### config.mk
export PLATFORM = sky130hd
export DESIGN_NAME = three_level_stable_priority_queue
export DESIGN_NICKNAME = d
export VERILOG_FILES = /design/src/design/tspq_pkg.sv /design/src/design/tspq_cell.sv /design/src/design/three_level_stable_priority_queue.sv
export SDC_FILE = /design/constraint.sdc
export NUM_CORES = 1
export LEC_CHECK = 0
export BUFFER_PORTS_ARGS = -buffer_cell sky130_fd_sc_hd__buf_2
export CAP_MARGIN = 20
export CORE_ASPECT_RATIO = 0.8
export CORE_MARGIN = 2
export CORE_UTILIZATION = 55
export DETAILED_ROUTE_END_ITERATION = 16
export GPL_TIMING_DRIVEN = 0
export PLACE_DENSITY = 0.75
export SETUP_SLACK_MARGIN = 0.05
export SLEW_MARGIN = 20
export SYNTH_ARGS = -nofsm -noshare
export SYNTH_HDL_FRONTEND = slang
export SYNTH_SLANG_ARGS = --single-unit
### constraint.sdc
create_clock -name clk -period 5.9 [get_ports clk]
set_input_delay 0 -clock clk [delete_from_list [all_inputs] [get_ports clk]]
set_output_delay 0 -clock clk [all_outputs]
set_load 0.1 [all_outputs]
### src/design/tspq_pkg.sv
//------------------------------------------------------------------------------
// tspq_pkg
// Shared types and codes for the three-class stable priority queue.
//------------------------------------------------------------------------------
`default_nettype none

package tspq_pkg;

	localparam int QUEUE_DEPTH = 16;
	localparam int CNT_W       = $clog2(QUEUE_DEPTH + 1);
	localparam int IDX_W       = $clog2(QUEUE_DEPTH);

	// request codes
	localparam logic [2:0] REQ_INSERT    = 3'd0;
	localparam logic [2:0] REQ_SERVE     = 3'd1;
	localparam logic [2:0] REQ_SERVE_ALL = 3'd2;
	localparam logic [2:0] REQ_DISMISS   = 3'd3;
	localparam logic [2:0] REQ_VIEW      = 3'd4;

	// status codes
	localparam logic [2:0] STS_SERVED    = 3'd0;
	localparam logic [2:0] STS_LISTED    = 3'd1;
	localparam logic [2:0] STS_EMPTY     = 3'd2;
	localparam logic [2:0] STS_INSERTED  = 3'd3;
	localparam logic [2:0] STS_FULL      = 3'd4;
	localparam logic [2:0] STS_DISMISSED = 3'd5;

	localparam logic [1:0] CLS_REGULAR   = 2'd0;
	localparam logic [1:0] CLS_INVALID   = 2'd3;

	typedef struct packed {
		logic [15:0] id;
		logic [7:0]  age;
		logic [1:0]  cls;
	} entry_t;

	typedef enum logic [1:0] {
		OP_HOLD,
		OP_INSERT,
		OP_POP,
		OP_ROTATE
	} cell_op_t;

	typedef struct packed {
		cell_op_t         op;
		entry_t           ins;
		logic [CNT_W-1:0] cnt;
	} cell_ctrl_t;

	typedef enum logic {
		ST_IDLE,
		ST_DRAIN
	} state_t;

endpackage

`default_nettype wire

### src/design/tspq_cell.sv
//------------------------------------------------------------------------------
// tspq_cell
// One slot of the queue chain: holds its entry, or takes a new one from the new
// entry, its left neighbor, its right neighbor or the head.
//------------------------------------------------------------------------------
`default_nettype none

module tspq_cell
	import tspq_pkg::*;
(
	input  wire logic             clk,
	input  wire cell_ctrl_t       ctrl,
	input  wire logic [IDX_W-1:0] index,
	input  wire logic             left_ge,
	input  wire entry_t           left_ent,
	input  wire entry_t           right_ent,
	input  wire entry_t           head,
	output entry_t                ent,
	output logic                  ge
);

	entry_t ent_q;
	entry_t ent_nxt;
	logic   occupied;
	logic   at_tail;

	assign ent      = ent_q;
	assign occupied = {1'b0, index} < ctrl.cnt;
	assign at_tail  = {1'b0, index} == (ctrl.cnt - CNT_W'(1));
	assign ge       = occupied && (ent_q.cls >= ctrl.ins.cls);

	always_comb begin
		ent_nxt = ent_q;
		case (ctrl.op)
			OP_INSERT: begin
				if (!ge) begin
					ent_nxt = left_ge ? ctrl.ins : left_ent;
				end
			end
			OP_POP:    ent_nxt = right_ent;
			OP_ROTATE: ent_nxt = at_tail ? head : right_ent;
			default:   ent_nxt = ent_q;
		endcase
	end

	always_ff @(posedge clk) begin
		ent_q <= ent_nxt;
	end

endmodule

`default_nettype wire

### src/design/three_level_stable_priority_queue.sv
//------------------------------------------------------------------------------
// three_level_stable_priority_queue
// Bounded priority queue with three classes, first in first out within a
// class, built as a chain of entry cells with a small sequencer.
//
//  channel   handshake          payload
//  request   start / busy       req_type guest_id guest_age guest_class
//  result    valid (strobe)     out_id out_age out_class status last
//
// insert, serve one, dismiss, and serve all or view on an empty queue give one
// result the cycle after acceptance; unused request codes give no result.
// serve all and view over n entries keep busy high while draining; the chain
// rotates one slot per cycle and the head is emitted each cycle.
// reset empties the queue; cell contents are not reset.
// results cannot be stalled.
//------------------------------------------------------------------------------
`default_nettype none

module three_level_stable_priority_queue
	import tspq_pkg::*;
(
	input  wire logic        clk,
	input  wire logic        arst_n,
	input  wire logic        start,
	output logic             busy,
	input  wire logic [2:0]  req_type,
	input  wire logic [15:0] guest_id,
	input  wire logic [7:0]  guest_age,
	input  wire logic [1:0]  guest_class,
	output logic             valid,
	output logic [15:0]      out_id,
	output logic [7:0]       out_age,
	output logic [1:0]       out_class,
	output logic [2:0]       status,
	output logic             last
);

	state_t           state_q, state_nxt;
	logic [CNT_W-1:0] cnt_q, cnt_nxt;
	logic [CNT_W-1:0] rem_q, rem_nxt;
	logic             serve_all_q, serve_all_nxt;

	logic             accept;
	logic             empty;
	logic             full;
	cell_ctrl_t       ctrl;
	entry_t           ins;
	entry_t           head;

	logic             emit;
	entry_t           emit_ent;
	logic [2:0]       emit_sts;
	logic             emit_last;

	entry_t           valid_ent_q;
	logic             valid_q;
	logic [2:0]       status_q;
	logic             last_q;

	entry_t           ent [QUEUE_DEPTH];
	logic             ge  [QUEUE_DEPTH];

	assign busy   = (state_q != ST_IDLE);
	assign accept = start && !busy;
	assign empty  = (cnt_q == '0);
	assign full   = (cnt_q == CNT_W'(QUEUE_DEPTH));
	assign head   = ent[0];

	assign ins.id  = guest_id;
	assign ins.age = guest_age;
	assign ins.cls = (guest_class == CLS_INVALID) ? CLS_REGULAR : guest_class;

	// cell chain
	for (genvar i = 0; i < QUEUE_DEPTH; i++) begin : g_cell
		logic   l_ge;
		entry_t l_ent;
		entry_t r_ent;

		if (i == 0) begin : g_first
			assign l_ge  = 1'b1;
			assign l_ent = ins;
		end else begin : g_mid
			assign l_ge  = ge[i-1];
			assign l_ent = ent[i-1];
		end

		if (i == QUEUE_DEPTH - 1) begin : g_last
			assign r_ent = '0;
		end else begin : g_inner
			assign r_ent = ent[i+1];
		end

		tspq_cell u_cell (
			.clk       (clk),
			.ctrl      (ctrl),
			.index     (IDX_W'(i)),
			.left_ge   (l_ge),
			.left_ent  (l_ent),
			.right_ent (r_ent),
			.head      (head),
			.ent       (ent[i]),
			.ge        (ge[i])
		);
	end

	// next state
	always_comb begin
		state_nxt = state_q;
		case (state_q)
			ST_IDLE: begin
				if (accept && !empty && (req_type inside {REQ_SERVE_ALL, REQ_VIEW})) begin
					state_nxt = ST_DRAIN;
				end
			end
			ST_DRAIN: begin
				if (rem_q == CNT_W'(1)) begin
					state_nxt = ST_IDLE;
				end
			end
			default: state_nxt = ST_IDLE;
		endcase
	end

	// outputs and cell control
	always_comb begin
		ctrl.op       = OP_HOLD;
		ctrl.ins      = ins;
		ctrl.cnt      = cnt_q;
		cnt_nxt       = cnt_q;
		rem_nxt       = rem_q;
		serve_all_nxt = serve_all_q;
		emit          = 1'b0;
		emit_ent      = '0;
		emit_sts      = STS_EMPTY;
		emit_last     = 1'b1;
		case (state_q)
			ST_IDLE: begin
				if (accept) begin
					case (req_type)
						REQ_INSERT: begin
							emit = 1'b1;
							if (full) begin
								emit_sts = STS_FULL;
							end else begin
								ctrl.op  = OP_INSERT;
								cnt_nxt  = cnt_q + CNT_W'(1);
								emit_ent = ins;
								emit_sts = STS_INSERTED;
							end
						end
						REQ_SERVE: begin
							emit = 1'b1;
							if (!empty) begin
								ctrl.op  = OP_POP;
								cnt_nxt  = cnt_q - CNT_W'(1);
								emit_ent = head;
								emit_sts = STS_SERVED;
							end
						end
						REQ_DISMISS: begin
							emit = 1'b1;
							if (!empty) begin
								cnt_nxt  = '0;
								emit_sts = STS_DISMISSED;
							end
						end
						REQ_SERVE_ALL, REQ_VIEW: begin
							emit          = empty;
							rem_nxt       = cnt_q;
							serve_all_nxt = (req_type == REQ_SERVE_ALL);
						end
						default: emit = 1'b0;
					endcase
				end
			end
			ST_DRAIN: begin
				ctrl.op   = OP_ROTATE;
				emit      = 1'b1;
				emit_ent  = head;
				emit_sts  = serve_all_q ? STS_SERVED : STS_LISTED;
				emit_last = (rem_q == CNT_W'(1));
				rem_nxt   = rem_q - CNT_W'(1);
				if (emit_last && serve_all_q) begin
					cnt_nxt = '0;
				end
			end
			default: emit = 1'b0;
		endcase
	end

	always_ff @(posedge clk or negedge arst_n) begin
		if (!arst_n) begin
			state_q     <= ST_IDLE;
			cnt_q       <= '0;
			rem_q       <= '0;
			serve_all_q <= 1'b0;
			valid_q     <= 1'b0;
		end else begin
			state_q     <= state_nxt;
			cnt_q       <= cnt_nxt;
			rem_q       <= rem_nxt;
			serve_all_q <= serve_all_nxt;
			valid_q     <= emit;
		end
	end

	always_ff @(posedge clk) begin
		if (emit) begin
			valid_ent_q <= emit_ent;
			status_q    <= emit_sts;
			last_q      <= emit_last;
		end
	end

	assign valid     = valid_q;
	assign out_id    = valid_ent_q.id;
	assign out_age   = valid_ent_q.age;
	assign out_class = valid_ent_q.cls;
	assign status    = status_q;
	assign last      = last_q;

endmodule

`default_nettype wire

* Yosys cells after proc, flatten, opt, wreduce, memory -nomap -nowiden
Cells that the tools add are included.
** Word-level totals
- Register bits after elaboration :: 459
- Logic and storage cells :: 288
- Input bits :: 32
** Cells by class
- Muxes and demuxes :: 97
- $add $sub $neg :: 3
- Bitwise operators :: 1
- Reduce and logical (&&, ||, !) cells :: 48
- Eq/ne operators :: 49
- $lt $le $gt $ge :: 32
** Operators with widths (number)
- 26-bit 2-to-1 mux :: 50
- 26-bit one-hot mux with 3 select lines :: 16
- 26-bit one-hot mux with 2 select lines :: 2
- 4-bit by 5-bit equality test with 1-bit output (first input constant) :: 8
- 4-bit by 5-bit < comparator with 1-bit output (first input constant) :: 8
- 2-bit != test (second input constant) :: 18
- 5-bit 2-to-1 mux :: 7
- 2-bit >= comparator :: 16
- 2-bit AND reduction :: 16
- 3-bit by 5-bit equality test with 1-bit output (first input constant) :: 4
- 1-bit logical AND :: 20
- 3-bit by 5-bit < comparator with 1-bit output (first input constant) :: 4
- 5-bit one-hot mux with 2 select lines :: 2
- 5-bit one-hot mux with 3 select lines :: 1
- 2-bit by 5-bit equality test with 1-bit output (first input constant) :: 2
- 5-bit zero test :: 2
- 1-bit by 5-bit < comparator with 1-bit output (first input constant) :: 2
- 2-bit by 5-bit < comparator with 1-bit output (first input constant) :: 2
- 5-bit by 1-bit subtractor with 5-bit output (second input constant) :: 2
- 3-bit 2-to-1 mux :: 3
- 3-bit != test (second input constant) :: 3
- 3-bit one-hot mux with 3 select lines :: 1
- 2-bit 2-to-1 mux :: 4
- 2-bit one-hot mux with 2 select lines :: 2
- 23 further kinds :: 35

* Depth between registers and ports, before layout
- Depth in word-level cells :: 8
- Mapped depth :: 12

* Modules after synthesis
A second synthesis with hierarchy kept.
** Second synthesis, totals
- Cells, all modules :: 3045
- Area, all modules :: 32294.7 sq um
** By module, submodules not included
- tspq_cell :: instances 16, area an instance 1874.3 sq um, seq. area each 780.7 sq um, cells each 179
- three_level_stable_priority_queue :: instances 1, area an instance 2306.0 sq um, seq. area each 1226.2 sq um, cells each 181

* Least setup slack after synthesis
Ideal clock, no wire load.
- Path type :: input-to-reg
- Start :: in guest_class[0]
- End :: reg g_cell[8].u_cell.ent_q, in the netlist g_cell[8].u_cell.ent[0] (enable)
- Stages :: 11
- Arrival time :: 4.179 ns
- Slack :: 1.276 ns
- Data required time :: 5.455 ns
- Cells stage by stage :: nor2b_1 clkbuf_1 clkbuf_1 ha_1 nand2b_1 a21oi_1 or3_1 buf_4 buf_1 inv_1 o21ai_0
** Between the ends
- Word-level cells in the longest chain between the ends :: 6
** RTL lines
- start, declared :: line three_level_stable_priority_queue.sv:29 : input wire logic [1:0] guest_class,
- 2-bit equality test :: line three_level_stable_priority_queue.sv:71 : assign ins.cls = (guest_class == CLS_INVALID) ? CLS_REGULAR : guest_class;
- 2-bit 2-to-1 mux (*) :: line three_level_stable_priority_queue.sv:71
- 2-bit >= comparator (*) :: line tspq_cell.sv:30 : assign ge = occupied && (ent_q.cls >= ctrl.ins.cls);
- 1-bit logical AND (*) :: line tspq_cell.sv:30
- 2-bit != test (no source line) (*)
- 2-bit AND reduction (no source line) (*)
- end signal, assigned :: line tspq_cell.sv:47 : ent_q <= ent_nxt;
- end, declared :: line tspq_cell.sv:22 : entry_t ent_q;
Mark *: on every way between the ends. The rest lies on a longest branch, timed or not.
A chain may end at the register's enable or synchronous reset.

==> flow_metrics.env <==
export IMPL_status="finished clean"
export IMPL_p_per_area_nw_per_um2=770
export IMPL_yosys_top_cells_area="edfxtp_1, mux2i_1, o221ai_1"
export IMPL_cts_buffers=50
export IMPL_synthesis_area_um2=27400
export IMPL_finalCritPeriodShare=0.818
export IMPL_grt_max_degree=27
export IMPL_drtPass1Iterations=7
export IMPL_synth_common_cells="edfxtp_1, nand2_1, mux2i_1, o221ai_1, nand3_1"
export IMPL_root_buffer="clkbuf_16"
export IMPL_cts_resized=0
export IMPL_peakVddDrop_mv=0.435
export IMPL_path_class="register to register"
export IMPL_place_congestion=1.07
export IMPL_cts_sinks=459
export IMPL_critPathLaunchType="register"
export IMPL_numPortBuffers=63
export IMPL_coreArea_um2=49500
export IMPL_wl_mm=119
export IMPL_grt_setup_unrepaired="no"
export IMPL_slew_headroom=0.130
export IMPL_p_sw_mw=11.6
export IMPL_vias=24800
export IMPL_synth_avg_cell_area_um2=11.0
export IMPL_cp_required_ns=6.23
export IMPL_drive_gt1_frac=0.140
export IMPL_drtAntennaViolNets=0
export IMPL_worstMarginPinSlew_ns=1.30
export IMPL_nNetsFinal=2721
export IMPL_power_leakage_nw=11.3
export IMPL_cts_buffer_depth=3
export IMPL_crit_top_cell="buf_2"
export IMPL_seq_area_frac_synth=0.500
export IMPL_final_hold_violation_count=0
export IMPL_synth_most_common_cell="edfxtp_1"
export IMPL_seq_power_share=0.325
export IMPL_routedWlPerCell_um=35.3
export IMPL_fillers=4006
export IMPL_htreeDepth=2
export IMPL_fin_total_pwr_mw=24.1
export IMPL_period_needed_ns=4.82
export IMPL_io_pins=64
export IMPL_rows=73
export IMPL_finalMaxSlewViolations=0
export IMPL_syn_to_final_growth_pct=13.9
export IMPL_die_x_um=254
export IMPL_clkSlewWorstSetupHoldPaths_ns=0.06
export IMPL_setup_violations_final=0
export IMPL_cpPeakStageDelay_ns=0.81
export IMPL_hold_slack_ns=0.289
export IMPL_utilization=0.631
export IMPL_start_util=0.554
export IMPL_grt_pass1_wl_mm=166
export IMPL_finalNonFillerCells=3365
export IMPL_switching_share=0.480
export IMPL_dp_hpwl_mm=91.5
export IMPL_antenna_found_initial=3
export IMPL_finClkSkew_ns=0.0218
export IMPL_fmax_ghz=0.207
export IMPL_cp_top_family="buffers and inverters"
export IMPL_combPwrFrac=0.537
export IMPL_dieArea_um2=51700
export IMPL_path_cells="buf_2 -> inv_1 -> ha_1 -> or4b_1 -> buf_2 -> nand3_2 -> nand2_1 -> buf_2 -> clkbuf_1 -> buf_2 -> o221ai_1"
export IMPL_crit_buf_inv=6
export IMPL_ys_warnings_count=0
export IMPL_crit_path_end_kind="register"
export IMPL_tritoncts="done"
export IMPL_synthFlopType="edfxtp_1"
export IMPL_internal_power_mw=12.5
export IMPL_syn_inst=2483
export IMPL_drc=0
export IMPL_clk_latency_ns=0.63
export IMPL_synth_edff_count=446
export IMPL_ys_ff_latch=459
export IMPL_overflow=0
export IMPL_crit_arrival_ns=5.16
export IMPL_cap_violations=0
export IMPL_cts_setup_buffers=0
export IMPL_synth_top_area_cell="edfxtp_1"
export IMPL_hold_class="input port to register"
export IMPL_p_clk_frac=0.138
export IMPL_yosysTopAreaCellShare=0.488
export IMPL_syn_nets=2555
export IMPL_grt_pass1_vias=23400
export IMPL_crit_fanout=10
export IMPL_synthArstFlopShare=0.0283
export IMPL_avgViaCountPerCell=7.38
export IMPL_cts_hold_buf=32
export IMPL_placed_cells=3239
export IMPL_crit_slowest_cell="clkbuf_1"
export IMPL_netlist_cell_type_count=64
export IMPL_die_y_um=204
export IMPL_grt_usage=0.454
export IMPL_drtIter0Drc=5122
-- per-layer routing --
metal / share of wire / global-route usage
met5: 0.0012 / 0.0229
met4: 0.048 / 0.190
met3: 0.19 / 0.220
met2: 0.38 / 0.602
met1: 0.37 / 0.626
-- registers in the layout, indices dropped and copies added, names as in the netlist --
signal and count:
out_age 8, out_id 16, rem_q 5, out_class 2, serve_all_q 1, busy 1, cnt_q 5, last 1
valid 1, g_cell.u_cell.ent 416, status 3
-- final timing paths --
kind | start | endpoint | slack, ns | cells after the start
worst max-delay path | cnt_q[1]$_DFFE_PN0P_ | g_cell[3].u_cell.ent[15]$_DFFE_PP_ | 1.08 | 11
worst min-delay path | guest_class[0] | g_cell[0].u_cell.ent[1]$_DFFE_PP_ | 0.29 | 5
worst max register to register | cnt_q[1]$_DFFE_PN0P_ | g_cell[3].u_cell.ent[15]$_DFFE_PP_ | 1.08 | 11
worst min register to register | rem_q[0]$_DFFE_PN0P_ | rem_q[0]$_DFFE_PN0P_ | 0.56 | 1
max in group asynchronous | arst_n | rem_q[3]$_DFFE_PN0P_ | 4.94 | 3
min in group asynchronous | arst_n | cnt_q[0]$_DFFE_PN0P_ | 0.50 | 3
-- worst reg2reg max path: stages, from the launching register on --
cell and delay (ns):
dfrtp_1 0.54, buf_2 0.33, inv_1 0.20, ha_1 0.30, or4b_1 0.18, buf_2 0.18
nand3_2 0.26, nand2_1 0.48, buf_2 0.34, clkbuf_1 0.82, buf_2 0.67, o221ai_1 0.24
-- power groups by stage --
stage | clock network [mW] | logic [mW] | registers [mW]
floorplan | 0 | 7.23 | 7.98
global placement | 0 | 11.5 | 7.80
finish | 3.31 | 12.9 | 7.82
detailed placement | 0 | 12.2 | 7.70
global route | 3.37 | 13.3 | 7.89
CTS | 3.26 | 12.3 | 7.67
-- through the flow --
| stage | TNS (ns) | area (um2) | setup WS, ns |
|---|---|---|---|
| after floorplan | 0 | 27400 | 1.28 |
| after global placement | -307.64 | 28600 | -2.07 |
| after detailed placement | 0 | 29300 | 1.23 |
| after CTS | 0 | 31200 | 1.48 |
| after global routing | 0 | 31200 | 1.13 |
| final | 0 | 31300 | 1.08 |
-- final cells by class --
class	count	area, um2	area share
diodes	2	5.00	0.000160
plain buffers	246	1140	0.0365
clock buffers	61	1300	0.0417
clock inverters	30	329	0.0105
inverters	124	465	0.0149
multi-input cells	1654	12300	0.394
flip-flops and latches	459	13700	0.439
well taps	675	845	0.0270
repair buffers	114	1140	0.0364
-- kinds of logic (layout without fill, tap and decap cells) --
family / Yosys count / in the layout / synth area share
and+or+nand+nor: 708 / 708 / 0.118
adders and majority gates: 40 / 40 / 0.0182
muxes: 373 / 373 / 0.139
xor gates and xnor gates: 5 / 5 / 0.00160
other: 0 / 2 / 0
buffers and inverters: 370 / 575 / 0.0584
DFF: 459 / 459 / 0.500
AOI/OAI and AO/OA: 528 / 528 / 0.165
-- cell usage in the layout, fill, tap and decap left out, drive strengths merged, types with 40 or more instances in the layout --
cell type | synthesis | final
inv | 123 | 125
mux2i | 320 | 320
nand3 | 136 | 136
a221o | 130 | 130
o221ai | 235 | 235
mux2 | 53 | 53
nor2 | 125 | 125
edfxtp | 446 | 446
buf | 117 | 199
ha | 40 | 40
clkbuf | 129 | 190
nand2 | 334 | 334
No activity file was read; power rests on OpenSTA's default activity.
